[config.mk]
export PLATFORM = sky130hd
export DESIGN_NAME = record_deframer_hash_check
export DESIGN_NICKNAME = d
export VERILOG_FILES = /design/src/hw/rtl/rdhc_pkg.sv /design/src/hw/rtl/rdhc_core.sv /design/src/hw/rtl/record_deframer_hash_check.sv
export SDC_FILE = /design/constraint.sdc
export NUM_CORES = 1
export LEC_CHECK = 0
export BUFFER_PORTS_ARGS = -buffer_cell sky130_fd_sc_hd__buf_2
export CELL_PAD_IN_SITES_DETAIL_PLACEMENT = 1
export CELL_PAD_IN_SITES_GLOBAL_PLACEMENT = 1
export CORE_MARGIN = 1
export CORE_UTILIZATION = 51
export CTS_CLUSTER_SIZE = 12
export DETAILED_ROUTE_END_ITERATION = 7
export HOLD_SLACK_MARGIN = 0.1
export PLACE_DENSITY = 0.92
export RECOVER_POWER = 25
export SYNTH_ARGS = -nofsm -noshare
export SYNTH_HDL_FRONTEND = slang
export SYNTH_SLANG_ARGS = --single-unit
[constraint.sdc]
create_clock -name clk_i -period 8.65 [get_ports clk_i]
set_input_delay 0.4325 -clock clk_i [delete_from_list [all_inputs] [get_ports clk_i]]
set_output_delay 0.4325 -clock clk_i [all_outputs]
set_load 0.03 [all_outputs]
[src/hw/rtl/rdhc_pkg.sv]
// ----------------------------------------------------------------------------
// rdhc_pkg
// Shared types, constants and the Pearson permutation table for the record
// deframer with hash check.
// ----------------------------------------------------------------------------
package rdhc_pkg;

  localparam int unsigned ByteW    = 8;
  localparam int unsigned ModeW    = 24;
  localparam int unsigned NameLenW = 16;
  localparam int unsigned BodyLenW = 48;
  localparam int unsigned HdrIdxW  = 4;

  localparam logic [ByteW-1:0]   MagicValue  = 8'h42;
  // header bytes after the magic byte: 3 mode, 2 name length, 6 content length
  localparam logic [HdrIdxW-1:0] HeaderBytes = 4'd11;
  localparam logic [HdrIdxW-1:0] ModeEnd     = 4'd3;
  localparam logic [HdrIdxW-1:0] NameLenEnd  = 4'd5;

  // parser phase
  typedef enum logic [2:0] {
    PH_MAGIC   = 3'd0,
    PH_HEADER  = 3'd1,
    PH_NAME    = 3'd2,
    PH_CONTENT = 3'd3,
    PH_HASH    = 3'd4,
    PH_ERROR   = 3'd5
  } phase_e;

  // role tag carried with every byte
  typedef enum logic [2:0] {
    KIND_MAGIC   = 3'd0,
    KIND_HEADER  = 3'd1,
    KIND_NAME    = 3'd2,
    KIND_CONTENT = 3'd3,
    KIND_HASH    = 3'd4,
    KIND_ERROR   = 3'd5
  } kind_e;

  typedef struct packed {
    kind_e               byte_kind;
    logic [ByteW-1:0]    data_out;
    logic [ModeW-1:0]    file_mode;
    logic [NameLenW-1:0] name_length;
    logic [BodyLenW-1:0] body_length;
    logic                header_valid;
    logic                record_end;
    logic                hash_ok;
    logic                magic_error;
    logic [ByteW-1:0]    computed_hash;
  } result_t;

  localparam logic [ByteW-1:0] PearsonTab [256] = '{
    8'd241, 8'd18,  8'd181, 8'd164, 8'd92,  8'd237, 8'd100, 8'd216,
    8'd183, 8'd107, 8'd2,   8'd12,  8'd43,  8'd246, 8'd90,  8'd143,
    8'd251, 8'd49,  8'd228, 8'd134, 8'd215, 8'd20,  8'd193, 8'd172,
    8'd140, 8'd227, 8'd148, 8'd118, 8'd57,  8'd72,  8'd119, 8'd174,
    8'd78,  8'd14,  8'd97,  8'd3,   8'd208, 8'd252, 8'd11,  8'd195,
    8'd31,  8'd28,  8'd121, 8'd206, 8'd149, 8'd23,  8'd83,  8'd154,
    8'd223, 8'd109, 8'd89,  8'd10,  8'd178, 8'd243, 8'd42,  8'd194,
    8'd221, 8'd131, 8'd212, 8'd94,  8'd205, 8'd240, 8'd161, 8'd7,
    8'd62,  8'd214, 8'd222, 8'd219, 8'd1,   8'd84,  8'd95,  8'd58,
    8'd103, 8'd60,  8'd33,  8'd111, 8'd188, 8'd218, 8'd186, 8'd166,
    8'd146, 8'd189, 8'd201, 8'd155, 8'd68,  8'd145, 8'd44,  8'd163,
    8'd69,  8'd196, 8'd115, 8'd231, 8'd61,  8'd157, 8'd165, 8'd213,
    8'd139, 8'd112, 8'd173, 8'd191, 8'd142, 8'd88,  8'd106, 8'd250,
    8'd8,   8'd127, 8'd26,  8'd126, 8'd0,   8'd96,  8'd52,  8'd182,
    8'd113, 8'd38,  8'd242, 8'd48,  8'd204, 8'd160, 8'd15,  8'd54,
    8'd158, 8'd192, 8'd81,  8'd125, 8'd245, 8'd239, 8'd101, 8'd17,
    8'd136, 8'd110, 8'd24,  8'd53,  8'd132, 8'd117, 8'd102, 8'd153,
    8'd226, 8'd4,   8'd203, 8'd199, 8'd16,  8'd249, 8'd211, 8'd167,
    8'd55,  8'd255, 8'd254, 8'd116, 8'd122, 8'd13,  8'd236, 8'd93,
    8'd144, 8'd86,  8'd59,  8'd76,  8'd150, 8'd162, 8'd207, 8'd77,
    8'd176, 8'd32,  8'd124, 8'd171, 8'd29,  8'd45,  8'd30,  8'd67,
    8'd184, 8'd51,  8'd22,  8'd105, 8'd170, 8'd253, 8'd180, 8'd187,
    8'd130, 8'd156, 8'd98,  8'd159, 8'd220, 8'd40,  8'd133, 8'd135,
    8'd114, 8'd147, 8'd75,  8'd73,  8'd210, 8'd21,  8'd129, 8'd39,
    8'd138, 8'd91,  8'd41,  8'd235, 8'd47,  8'd185, 8'd9,   8'd82,
    8'd64,  8'd87,  8'd244, 8'd50,  8'd74,  8'd233, 8'd175, 8'd247,
    8'd120, 8'd6,   8'd169, 8'd85,  8'd66,  8'd104, 8'd80,  8'd71,
    8'd230, 8'd152, 8'd225, 8'd34,  8'd248, 8'd198, 8'd63,  8'd168,
    8'd179, 8'd141, 8'd137, 8'd5,   8'd19,  8'd79,  8'd232, 8'd128,
    8'd202, 8'd46,  8'd70,  8'd37,  8'd209, 8'd217, 8'd123, 8'd27,
    8'd177, 8'd25,  8'd56,  8'd65,  8'd229, 8'd36,  8'd197, 8'd234,
    8'd108, 8'd35,  8'd151, 8'd238, 8'd200, 8'd224, 8'd99,  8'd190
  };

endpackage

[src/hw/rtl/rdhc_core.sv]
// ----------------------------------------------------------------------------
// rdhc_core
// Record parser state and per-byte decode: phase sequencing, header field
// assembly, section counting and the running Pearson hash.
// ----------------------------------------------------------------------------
module rdhc_core (
  input  logic                          clk_i,
  input  logic                          rst_ni,
  input  logic                          step_i,
  input  logic [rdhc_pkg::ByteW-1:0]    data_byte_i,
  output rdhc_pkg::result_t             res_o
);
  import rdhc_pkg::*;

  phase_e               phase_q, phase_d;
  logic [HdrIdxW-1:0]   hdr_idx_q, hdr_idx_d;
  logic [BodyLenW-1:0]  remain_q, remain_d;
  logic [ByteW-1:0]     hash_q, hash_d;
  logic [ModeW-1:0]     mode_q, mode_d;
  logic [NameLenW-1:0]  name_len_q, name_len_d;
  logic [BodyLenW-1:0]  body_len_q, body_len_d;
  logic                 magic_err_q, magic_err_d;

  logic [ByteW-1:0]     mix_idx;
  logic [ByteW-1:0]     mixed;
  logic [HdrIdxW-1:0]   hdr_idx_inc;
  logic                 hdr_last;
  logic                 remain_last;
  logic [BodyLenW-1:0]  remain_dec;

  // hash restarts from zero on the magic byte
  assign mix_idx     = ((phase_q == PH_MAGIC) ? '0 : hash_q) ^ data_byte_i;
  assign mixed       = PearsonTab[mix_idx];
  assign hdr_idx_inc = hdr_idx_q + HdrIdxW'(1);
  assign hdr_last    = (hdr_idx_inc >= HeaderBytes);
  assign remain_dec  = remain_q - BodyLenW'(1);
  assign remain_last = (remain_q == BodyLenW'(1));

  // next state
  always_comb begin
    phase_d     = phase_q;
    hdr_idx_d   = hdr_idx_q;
    remain_d    = remain_q;
    hash_d      = hash_q;
    mode_d      = mode_q;
    name_len_d  = name_len_q;
    body_len_d  = body_len_q;
    magic_err_d = magic_err_q;
    unique case (phase_q)
      PH_MAGIC: begin
        if (data_byte_i == MagicValue) begin
          hash_d     = mixed;
          mode_d     = '0;
          name_len_d = '0;
          body_len_d = '0;
          hdr_idx_d  = '0;
          phase_d    = PH_HEADER;
        end else begin
          magic_err_d = 1'b1;
          phase_d     = PH_ERROR;
        end
      end
      PH_HEADER: begin
        hash_d = mixed;
        if (hdr_idx_q < ModeEnd) begin
          mode_d = {mode_q[ModeW-ByteW-1:0], data_byte_i};
        end else if (hdr_idx_q < NameLenEnd) begin
          name_len_d = {name_len_q[NameLenW-ByteW-1:0], data_byte_i};
        end else begin
          body_len_d = {body_len_q[BodyLenW-ByteW-1:0], data_byte_i};
        end
        hdr_idx_d = hdr_idx_inc;
        if (hdr_last) begin
          hdr_idx_d = '0;
          if (name_len_d != '0) begin
            phase_d  = PH_NAME;
            remain_d = BodyLenW'(name_len_d);
          end else if (body_len_d != '0) begin
            phase_d  = PH_CONTENT;
            remain_d = body_len_d;
          end else begin
            phase_d  = PH_HASH;
            remain_d = '0;
          end
        end
      end
      PH_NAME: begin
        hash_d   = mixed;
        remain_d = remain_dec;
        if (remain_last) begin
          if (body_len_q != '0) begin
            phase_d  = PH_CONTENT;
            remain_d = body_len_q;
          end else begin
            phase_d  = PH_HASH;
            remain_d = '0;
          end
        end
      end
      PH_CONTENT: begin
        hash_d   = mixed;
        remain_d = remain_dec;
        if (remain_last) begin
          phase_d = PH_HASH;
        end
      end
      PH_HASH: begin
        hash_d  = '0;
        phase_d = PH_MAGIC;
      end
      default: begin
        phase_d = PH_ERROR;
      end
    endcase
  end

  // per-byte result
  always_comb begin
    res_o               = '0;
    res_o.byte_kind     = KIND_ERROR;
    res_o.data_out      = data_byte_i;
    res_o.file_mode     = mode_d;
    res_o.name_length   = name_len_d;
    res_o.body_length   = body_len_d;
    res_o.magic_error   = magic_err_d;
    res_o.computed_hash = hash_d;
    unique case (phase_q)
      PH_MAGIC: begin
        if (data_byte_i == MagicValue) begin
          res_o.byte_kind = KIND_MAGIC;
        end
      end
      PH_HEADER: begin
        res_o.byte_kind    = KIND_HEADER;
        res_o.header_valid = hdr_last;
      end
      PH_NAME:    res_o.byte_kind = KIND_NAME;
      PH_CONTENT: res_o.byte_kind = KIND_CONTENT;
      PH_HASH: begin
        res_o.byte_kind     = KIND_HASH;
        res_o.record_end    = 1'b1;
        res_o.hash_ok       = (data_byte_i == hash_q);
        res_o.computed_hash = hash_q;
      end
      default: res_o.byte_kind = KIND_ERROR;
    endcase
  end

  always_ff @(posedge clk_i or negedge rst_ni) begin
    if (!rst_ni) begin
      phase_q     <= PH_MAGIC;
      hdr_idx_q   <= '0;
      remain_q    <= '0;
      hash_q      <= '0;
      mode_q      <= '0;
      name_len_q  <= '0;
      body_len_q  <= '0;
      magic_err_q <= 1'b0;
    end else if (step_i) begin
      phase_q     <= phase_d;
      hdr_idx_q   <= hdr_idx_d;
      remain_q    <= remain_d;
      hash_q      <= hash_d;
      mode_q      <= mode_d;
      name_len_q  <= name_len_d;
      body_len_q  <= body_len_d;
      magic_err_q <= magic_err_d;
    end
  end

  // error state is only reached through a bad magic byte
  assert property (@(posedge clk_i) disable iff (!rst_ni)
    (phase_q == PH_ERROR) |-> magic_err_q)
    else $error("rdhc_core: error phase without magic error flag");

  // header index stays inside the header
  assert property (@(posedge clk_i) disable iff (!rst_ni)
    hdr_idx_q < HeaderBytes)
    else $error("rdhc_core: header index out of range");

  // sections are entered with a non-zero count
  assert property (@(posedge clk_i) disable iff (!rst_ni)
    (phase_q == PH_NAME || phase_q == PH_CONTENT) |-> (remain_q != '0))
    else $error("rdhc_core: empty section counter in name or content phase");

endmodule

[src/hw/rtl/record_deframer_hash_check.sv]
// ----------------------------------------------------------------------------
// record_deframer_hash_check
// Archive record deframer: tags each byte with its role, decodes the record
// header and checks the trailing Pearson hash byte.
// ----------------------------------------------------------------------------
// usage
//   input channel : one archive byte per transfer on data_byte_i, with
//                   in_valid_i / in_ready_o
//   output channel: exactly one result per input byte, with out_valid_o /
//                   out_ready_i; results leave in input order
//   timing        : a result is presented in the cycle after its byte transfers
//   throughput    : one byte per cycle while results are taken; the whole decode
//                   (phase step, header shift, 48-bit section count and one table
//                   lookup) sits between the parser state and the result register
//   stalls        : while a result waits, a new byte is still taken if the
//                   receiver takes the waiting result in the same cycle;
//                   otherwise in_ready_o drops until the result is taken
//   reset         : rst_ni clears the parser to expect a magic byte, zeroes the
//                   decoded fields and the hash, and clears the sticky magic
//                   error; the result register comes up empty
//   errors        : a wrong magic byte sets magic_error_o, which stays set
//                   until reset; every later byte is tagged as error state
// ----------------------------------------------------------------------------
module record_deframer_hash_check (
  input  logic                            clk_i,
  input  logic                            rst_ni,
  // byte input
  input  logic                            in_valid_i,
  output logic                            in_ready_o,
  input  logic [rdhc_pkg::ByteW-1:0]      data_byte_i,
  // result output
  output logic                            out_valid_o,
  input  logic                            out_ready_i,
  output logic [2:0]                      byte_kind_o,
  output logic [rdhc_pkg::ByteW-1:0]      data_out_o,
  output logic [rdhc_pkg::ModeW-1:0]      file_mode_o,
  output logic [rdhc_pkg::NameLenW-1:0]   name_length_o,
  output logic [rdhc_pkg::BodyLenW-1:0]   body_length_o,
  output logic                            header_valid_o,
  output logic                            record_end_o,
  output logic                            hash_ok_o,
  output logic                            magic_error_o,
  output logic [rdhc_pkg::ByteW-1:0]      computed_hash_o
);
  import rdhc_pkg::*;

  logic    in_xfer;
  result_t res;
  result_t res_q;
  logic    out_valid_q, out_valid_d;

  // result register is free when empty or being taken this cycle
  assign in_ready_o = !out_valid_q || out_ready_i;
  assign in_xfer    = in_valid_i && in_ready_o;

  // parser state advances only on an input transfer
  rdhc_core u_core (
    .clk_i       (clk_i),
    .rst_ni      (rst_ni),
    .step_i      (in_xfer),
    .data_byte_i (data_byte_i),
    .res_o       (res)
  );

  always_comb begin
    out_valid_d = out_valid_q;
    if (in_xfer) begin
      out_valid_d = 1'b1;
    end else if (out_ready_i) begin
      out_valid_d = 1'b0;
    end
  end

  always_ff @(posedge clk_i or negedge rst_ni) begin
    if (!rst_ni) begin
      out_valid_q <= 1'b0;
    end else begin
      out_valid_q <= out_valid_d;
    end
  end

  // payload needs no reset, qualified by out_valid_q
  always_ff @(posedge clk_i) begin
    if (in_xfer) begin
      res_q <= res;
    end
  end

  assign out_valid_o     = out_valid_q;
  assign byte_kind_o     = res_q.byte_kind;
  assign data_out_o      = res_q.data_out;
  assign file_mode_o     = res_q.file_mode;
  assign name_length_o   = res_q.name_length;
  assign body_length_o   = res_q.body_length;
  assign header_valid_o  = res_q.header_valid;
  assign record_end_o    = res_q.record_end;
  assign hash_ok_o       = res_q.hash_ok;
  assign magic_error_o   = res_q.magic_error;
  assign computed_hash_o = res_q.computed_hash;

  // every accepted byte leaves a result behind
  assert property (@(posedge clk_i) disable iff (!rst_ni)
    (in_valid_i && in_ready_o) |=> out_valid_o)
    else $error("record_deframer_hash_check: byte transferred without result");

  // record end flags exactly the hash byte
  assert property (@(posedge clk_i) disable iff (!rst_ni)
    out_valid_o |-> (record_end_o == (byte_kind_o == KIND_HASH)))
    else $error("record_deframer_hash_check: record end and byte kind disagree");

  // hash verdict only on a record end, header completion only on a header byte
  assert property (@(posedge clk_i) disable iff (!rst_ni)
    out_valid_o && (hash_ok_o || header_valid_o) |->
      (hash_ok_o ? record_end_o : (byte_kind_o == KIND_HEADER)))
    else $error("record_deframer_hash_check: status flag on wrong byte");

  // magic error never clears without reset
  assert property (@(posedge clk_i) disable iff (!rst_ni)
    out_valid_o && magic_error_o |=> magic_error_o)
    else $error("record_deframer_hash_check: magic error flag cleared");

  // error kind goes with the sticky flag
  assert property (@(posedge clk_i) disable iff (!rst_ni)
    out_valid_o && (byte_kind_o == KIND_ERROR) |-> magic_error_o)
    else $error("record_deframer_hash_check: error tag without magic error");

endmodule
==> summary.txt, run 1 <==
PortBufs: 124
CP endpoint kind: register
design area: 0.0180 sq mm
first-pass GRT wire length: 109000 microns
Synth Cell Area: 0.0163 sq mm
worst skew pair latency: 580 ps
Vias: 17073
HP Start: out_ready_i
Worst Skew: 39.4 ps
drt pass-1 iters: 8
Post-Route WL: 72600 microns
Max Fclk: 180 MHz
RSZ-0062 raised after global routing: false
CTS tree: done
Slew @ Worst Pin: 5170 ps
Leak: 0.00696 uW
synthesized instance count: 1712
die area: 0.0326 sq mm
setup violators final: 0
Post-Syn Nets: 1741
leading cell type in the layout, fill and taps excluded: dfrtp_1
Synth area leader: dfrtp_1
initial core utilization: 51.7%
reg-to-reg startpoint: u_core.phase_q[2]
crit path kind: register to register
# diodes: 0
Max Cap Violations: 1
dominant synthesized flop cell: dfrtp_1
largest net degree at the start of global routing: 94
failing checks: capacitance limit, slew limit
Synth-to-Final Area Change: 10.4%
register area share after synthesis: 44.0%
clock sink count: 264
CP Launch Type: register
R2R cell count: 12
setup TNS: 0 ps
Post-CTS Setup Bufs: 0
initial antenna violation count: 1
Post-DP Area: 0.0172 sq mm
worst min-delay path class: input pin to register
Final Cycle Share: 64.3%
Synth Register Bits: 264
Worst IR Drop VDD: 0.200 mV
clock slew at reported path FFs: 70 ps
vias in the first global route: 16934
post-DR vias/cell: 7.88
Final Hold Violating Endpoints: 0
pwr/cell area: 299 mW/mm^2
hold path depth: 3
Inserted Clock Buffers: 28
Die Span X: 181 microns
die height: 181 microns
I/O pins: 125
Max-Slew Margin vs Limit: -245%
status: finished, violations left
Slew Limit Fails: 91
CP startpoint: u_core.phase_q[2]
Avg WL per Cell: 33.5 microns
Detailed Place HPWL: 44800 microns
Final nets: 1772
Filler cells: 3482
Arrival @ worst endpoint: 5820 ps
Routed Antenna Nets: 0
initial drt markers: 2758
row count: 65
fraction of layout cells with a size suffix above 1: 12.2%
Placer Congestion: 1.03
Synth cell types: 80
core area: 0.0315 sq mm
clock root buffer: clkbuf_16
synth warn: 0
final worst path period need: 5560 ps
worst-path maximum fanout: 23
Total GRT Usage: 43.5%
Clock Path Buffers: 3
total power: 5370 uW
Crit path required time: 8900 ps
htree depth: 1
Post-synth EDFFs: 111
total grt overflow: 0
top post-synthesis cells by area: dfrtp_1, edfxtp_1, a22o_1
DRC errors left: 0
most frequent cells in the layout: dfrtp_1, a22o_1, nand2_1
Synth Area per Inst: 9.51 sq um
Async S/R FF share, synth: 58.0%
Yosys top cell area share: 23.5%
-- report_power, final --
part / total (uW) / switching (uW) / internal (uW)
combinational: 2690 / 1930 / 755
sequential: 1530 / 108 / 1420
clock: 1160 / 533 / 625
-- final cells by class --
| type | count | area, sq um | share of cell area (%) |
|---|---|---|---|
| flip-flops and latches | 264 | 7160 | 39.8 |
| clock inverters | 10 | 61.3 | 0.341 |
| repair buffers | 166 | 852 | 4.74 |
| well taps | 402 | 503 | 2.80 |
| multi-input cells | 1262 | 8530 | 47.5 |
| clock buffers | 42 | 783 | 4.36 |
| inverters | 21 | 83.8 | 0.466 |
-- critical path, stage by stage (launching register included) --
cell	delay [ps]
dfrtp_1	660
o31ai_1	520
xnor2_1	210
buf_4	380
inv_1	400
ha_1	540
a2111oi_0	1060
a211oi_1	140
a311o_1	370
o311ai_0	90
o21ai_0	150
nor4_1	510
o21ai_0	220
-- per-layer routing --
metal	GRT usage, %	vias to the layer above	share of wire, %
li1	-	6767	-
met1	56.6	8401	37
met2	68.3	1528	45
met3	9.78	375	12
met4	21.9	2	5.9
met5	0	-	0.048
-- state kept, by name, indices dropped and copies added, names as in the netlist --
signal,flops
data_out_o,8
u_core.remain_q,48
u_core.hash_q,8
file_mode_o,24
magic_error_o,1
record_end_o,1
u_core.mode_q,24
u_core.magic_err_q,1
header_valid_o,1
byte_kind_o,3
u_core.phase_q,3
out_valid_o,1
name_length_o,16
u_core.name_len_q,16
u_core.hdr_idx_q,4
hash_ok_o,1
u_core.body_len_q,48
computed_hash_o,8
body_length_o,48
-- cells in the mapped netlist (all sizes together), types with 18 or more instances --
| cell | instances |
|---|---|
| mux2i | 27 |
| xnor2 | 19 |
| a22o | 146 |
| nor2 | 111 |
| dfrtp | 153 |
| a31oi | 21 |
| clkbuf | 131 |
| a21oi | 93 |
| nor4 | 31 |
| inv | 18 |
| o21ai | 110 |
| edfxtp | 111 |
| or3 | 21 |
| a211oi | 22 |
| nand3 | 43 |
| o211ai | 30 |
| a22oi | 18 |
| nand2 | 143 |
| buf | 34 |
| nor3 | 73 |
| a221oi | 21 |
| mux2 | 43 |
-- final timing paths --
kind	endpoint	slack (ps)
setup / recovery	computed_hash_o[1]	3090
hold / removal	out_valid_o	160
setup reg to reg	computed_hash_o[1]	3090
hold reg to reg	u_core.remain_q[23]	520
max in group asynchronous	u_core.phase_q[2]	3410
min in group asynchronous	u_core.body_len_q[18]	2290
-- through the flow --
step	hold slack, ps	cells	setup slack, ps	utilization (%)
after floorplan	137	1712	3360	-
after global placement	452	2113	3870	54.7
after detailed placement	470	2113	3510	54.7
after CTS	163	2167	3380	57.4
after global routing	189	2167	2600	57.1
final	161	2167	3090	57.1
-- logic make-up (layout without fill, tap and decap cells) --
group | after synthesis | after routing | share of synthesized area, %
adder cells (fa/ha/maj) | 17 | 17 | 1.31
flip-flops | 264 | 264 | 44.0
XOR/XNOR | 34 | 34 | 1.83
AO/OA/AOI/OAI | 646 | 646 | 29.0
AND/OR/NAND/NOR | 495 | 495 | 14.7
buffers and inverters | 186 | 239 | 4.47
multiplexers | 70 | 70 | 4.63
-- timing repair --
action	CTS	global route
hold endpoints to repair	90	0
hold buffers	2	0
resized for setup	0	0
(Power assumes the default switching activity.)
==> run 2, diff against run 1 <==
Settings changed: CORE_UTILIZATION 51 to 43, PLACE_DENSITY 0.92 to 0.83.
Clock period 8.65 ns to 4.7 ns, I/O delays scaled along.
==> summary.txt, run 2 (synthesized netlist as in run 1, its figures left out) <==
Max-Slew Margin vs Limit: -74.3% (was -245%)
pwr/cell area: 565 mW/mm^2 (was 299 mW/mm^2)
PortBufs: 124 (unchanged)
DRC errors left: 0 (unchanged)
Avg WL per Cell: 30.6 microns (was 33.5 microns)
Worst R2R Setup Slack: 570 ps (was 3090 ps)
Worst Skew: 31.3 ps (was 39.4 ps)
cell depth of the worst setup path: 9 (was 12)
worst min-delay path class: input pin to register (unchanged)
worst-path maximum fanout: 16 (was 23)
vias in the first global route: 16679 (was 16934)
Crit path required time: 4980 ps (was 8900 ps)
initial drt markers: 2027 (was 2758)
CP Capture Point: computed_hash_o[5] (was computed_hash_o[1])
# diodes: 0 (unchanged)
Top cell by count, worst path: o21ai_0 (unchanged)
core area: 0.0370 sq mm (was 0.0315 sq mm)
failing checks: capacitance limit, slew limit (unchanged)
clock sink count: 264 (unchanged)
worst skew pair latency: 580 ps (about the same)
crit path kind: register to register (unchanged)
Synth-to-Final Area Change: 14.5% (was 10.4%)
fraction of layout cells with a size suffix above 1: 13.6% (was 12.2%)
status: finished, violations left (unchanged)
die area: 0.0386 sq mm (was 0.0326 sq mm)
Max stage delay on crit path: 690 ps (was 1060 ps)
Worst IR Drop VDD: 0.461 mV (was 0.200 mV)
initial core utilization: 44.0% (was 51.7%)
reg-to-reg startpoint: u_core.phase_q[1] (was u_core.phase_q[2])
Arrival @ worst endpoint: 4400 ps (was 5820 ps)
die height: 197 microns (was 181 microns)
Post-CTS Setup Bufs: 0 (unchanged)
drt pass-1 iters: 6 (was 8)
Max Cap Violations: 1 (unchanged)
CP startpoint: u_core.phase_q[1] (was u_core.phase_q[2])
crit path cell chain: or3_1 -> a211oi_4 -> inv_2 -> buf_4 -> ha_1 -> o21ai_0 -> a311oi_1 -> o311ai_0 -> o21ai_0 (was o31ai_1 -> xnor2_1 -> buf_4 -> inv_1 -> ha_1 -> a2111oi_0 -> a211oi_1 -> a311o_1 -> o311ai_0 -> o21ai_0 -> nor4_1 -> o21ai_0)
Inserted Clock Buffers: 29 (was 28)
Total GRT Usage: 36.8% (was 43.5%)
I/O pins: 125 (unchanged)
Final Hold Violating Endpoints: 0 (unchanged)
Final nets: 1831 (was 1772)
CP max stage cell: o311ai_0 (was a2111oi_0)
Slew Limit Fails: 41 (was 91)
hold buffer count at cts: 4 (was 2)
R2R cell count: 9 (was 12)
initial antenna violation count: 1 (unchanged)
Die Span X: 197 microns (was 181 microns)
Clock Path Buffers: 3 (unchanged)
CP endpoint kind: register (unchanged)
total grt overflow: 0 (unchanged)
CTS resizes: 0 (unchanged)
CTS tree: done (unchanged)
setup TNS: 0 ps (unchanged)
first-pass GRT wire length: 108000 microns (was 109000 microns)
CP delay by family, top: compound AO/OA/AOI/OAI gates (unchanged)
Vias: 16664 (was 17073)
row count: 70 (was 65)
largest net degree at the start of global routing: 91 (was 94)
RR Endpoint: computed_hash_o[5] (was computed_hash_o[1])
most frequent cells in the layout: dfrtp_1, a22o_1, nand2_1 (unchanged)
Placer Congestion: 1.01 (was 1.03)
CP bufs+invs: 2 (unchanged)
Max Fclk: 242 MHz (was 180 MHz)
Final Cycle Share: 87.8% (was 64.3%)
Routed Antenna Nets: 0 (unchanged)
post-DR vias/cell: 7.16 (was 7.88)
CP Launch Type: register (unchanged)
setup violators final: 0 (unchanged)
Slew @ Worst Pin: 2610 ps (was 5170 ps)
final worst path period need: 4130 ps (was 5560 ps)
leading cell type in the layout, fill and taps excluded: dfrtp_1 (unchanged)
Detailed Place HPWL: 49100 microns (was 44800 microns)
clock slew at reported path FFs: 60 ps (was 70 ps)
Post-Route WL: 71400 microns (was 72600 microns)
clock root buffer: clkbuf_16 (unchanged)
Leak: 0.00722 uW (was 0.00696 uW)
htree depth: 1 (unchanged)
total power: 10500 uW (was 5370 uW)
RSZ-0062 raised after global routing: false (unchanged)
run 2: cell types whose count changed in the layout (fill, tap and decap cells not counted), moves of 3 or more:
cell      before  now
clkinv_1       8    3
clkinv_2       2    5
buf_12         0    7
buf_4         40   88
clkbuf_1      82  109
buf_2         53   26
run 2: area by class of cell:
| cell class | instances | area [sq um] |
|---|---|---|
| inverters | 21 | 83.8 |
| clock inverters | 10 | 87.6 |
| multi-input cells | 1262 | 8510 |
| fillers | 4233 | 18300 |
| well taps | 504 | 631 |
| repair buffers | 224 | 1340 |
| clock buffers | 44 | 822 |
| flip-flops and latches | 264 | 7160 |
run 2: metrics by stage:
stage	hold slack, ps	cells	worst slack, ps	util [%]	cell area, sq um
final	394	2329	573	50.4	18600
after global routing	388	2329	354	50.4	18600
after CTS	102	2329	695	50.8	18800
after detailed placement	183	2271	662	48.2	17800
after global placement	182	2271	620	48.2	17800
after floorplan	-60.6	1712	157	-	16300
run 2: how the worst min path moves through the flow:
stage                     cells past startpoint  slack, ps      startpoint                    end
after CTS                                     1        100  data_byte_i[6]          data_out_o[6]
after global routing                          1        390  data_byte_i[6]          data_out_o[6]
final                                         1        390  data_byte_i[4]          data_out_o[4]
after global placement                        1        180          rst_ni  u_core.body_len_q[11]
after floorplan                               0        -60          rst_ni            out_valid_o
after detailed placement                      1        180          rst_ni  u_core.body_len_q[11]
run 2: per-layer routing:
layer	vias up	global-route usage, %	routed length [microns]
li1	6877	-	-
met1	8412	50.3	28700
met2	1176	56.3	31700
met3	199	8.85	8090
met4	0	13.9	2940
met5	-	0	0
run 2: report_power, final:
part           switching (uW)  internal, uW  leakage, uW
Clock                     974          1260     0.000442
Sequential                207          2610      0.00313
Combinational            3760          1720      0.00364
Total                    4940          5590      0.00722
run 2: worst register-to-register path: stages (launching register included):
cell,delay [ps]
dfrtp_1,540
or3_1,610
a211oi_4,410
inv_2,250
buf_4,270
ha_1,260
o21ai_0,430
a311oi_1,190
o311ai_0,690
o21ai_0,180
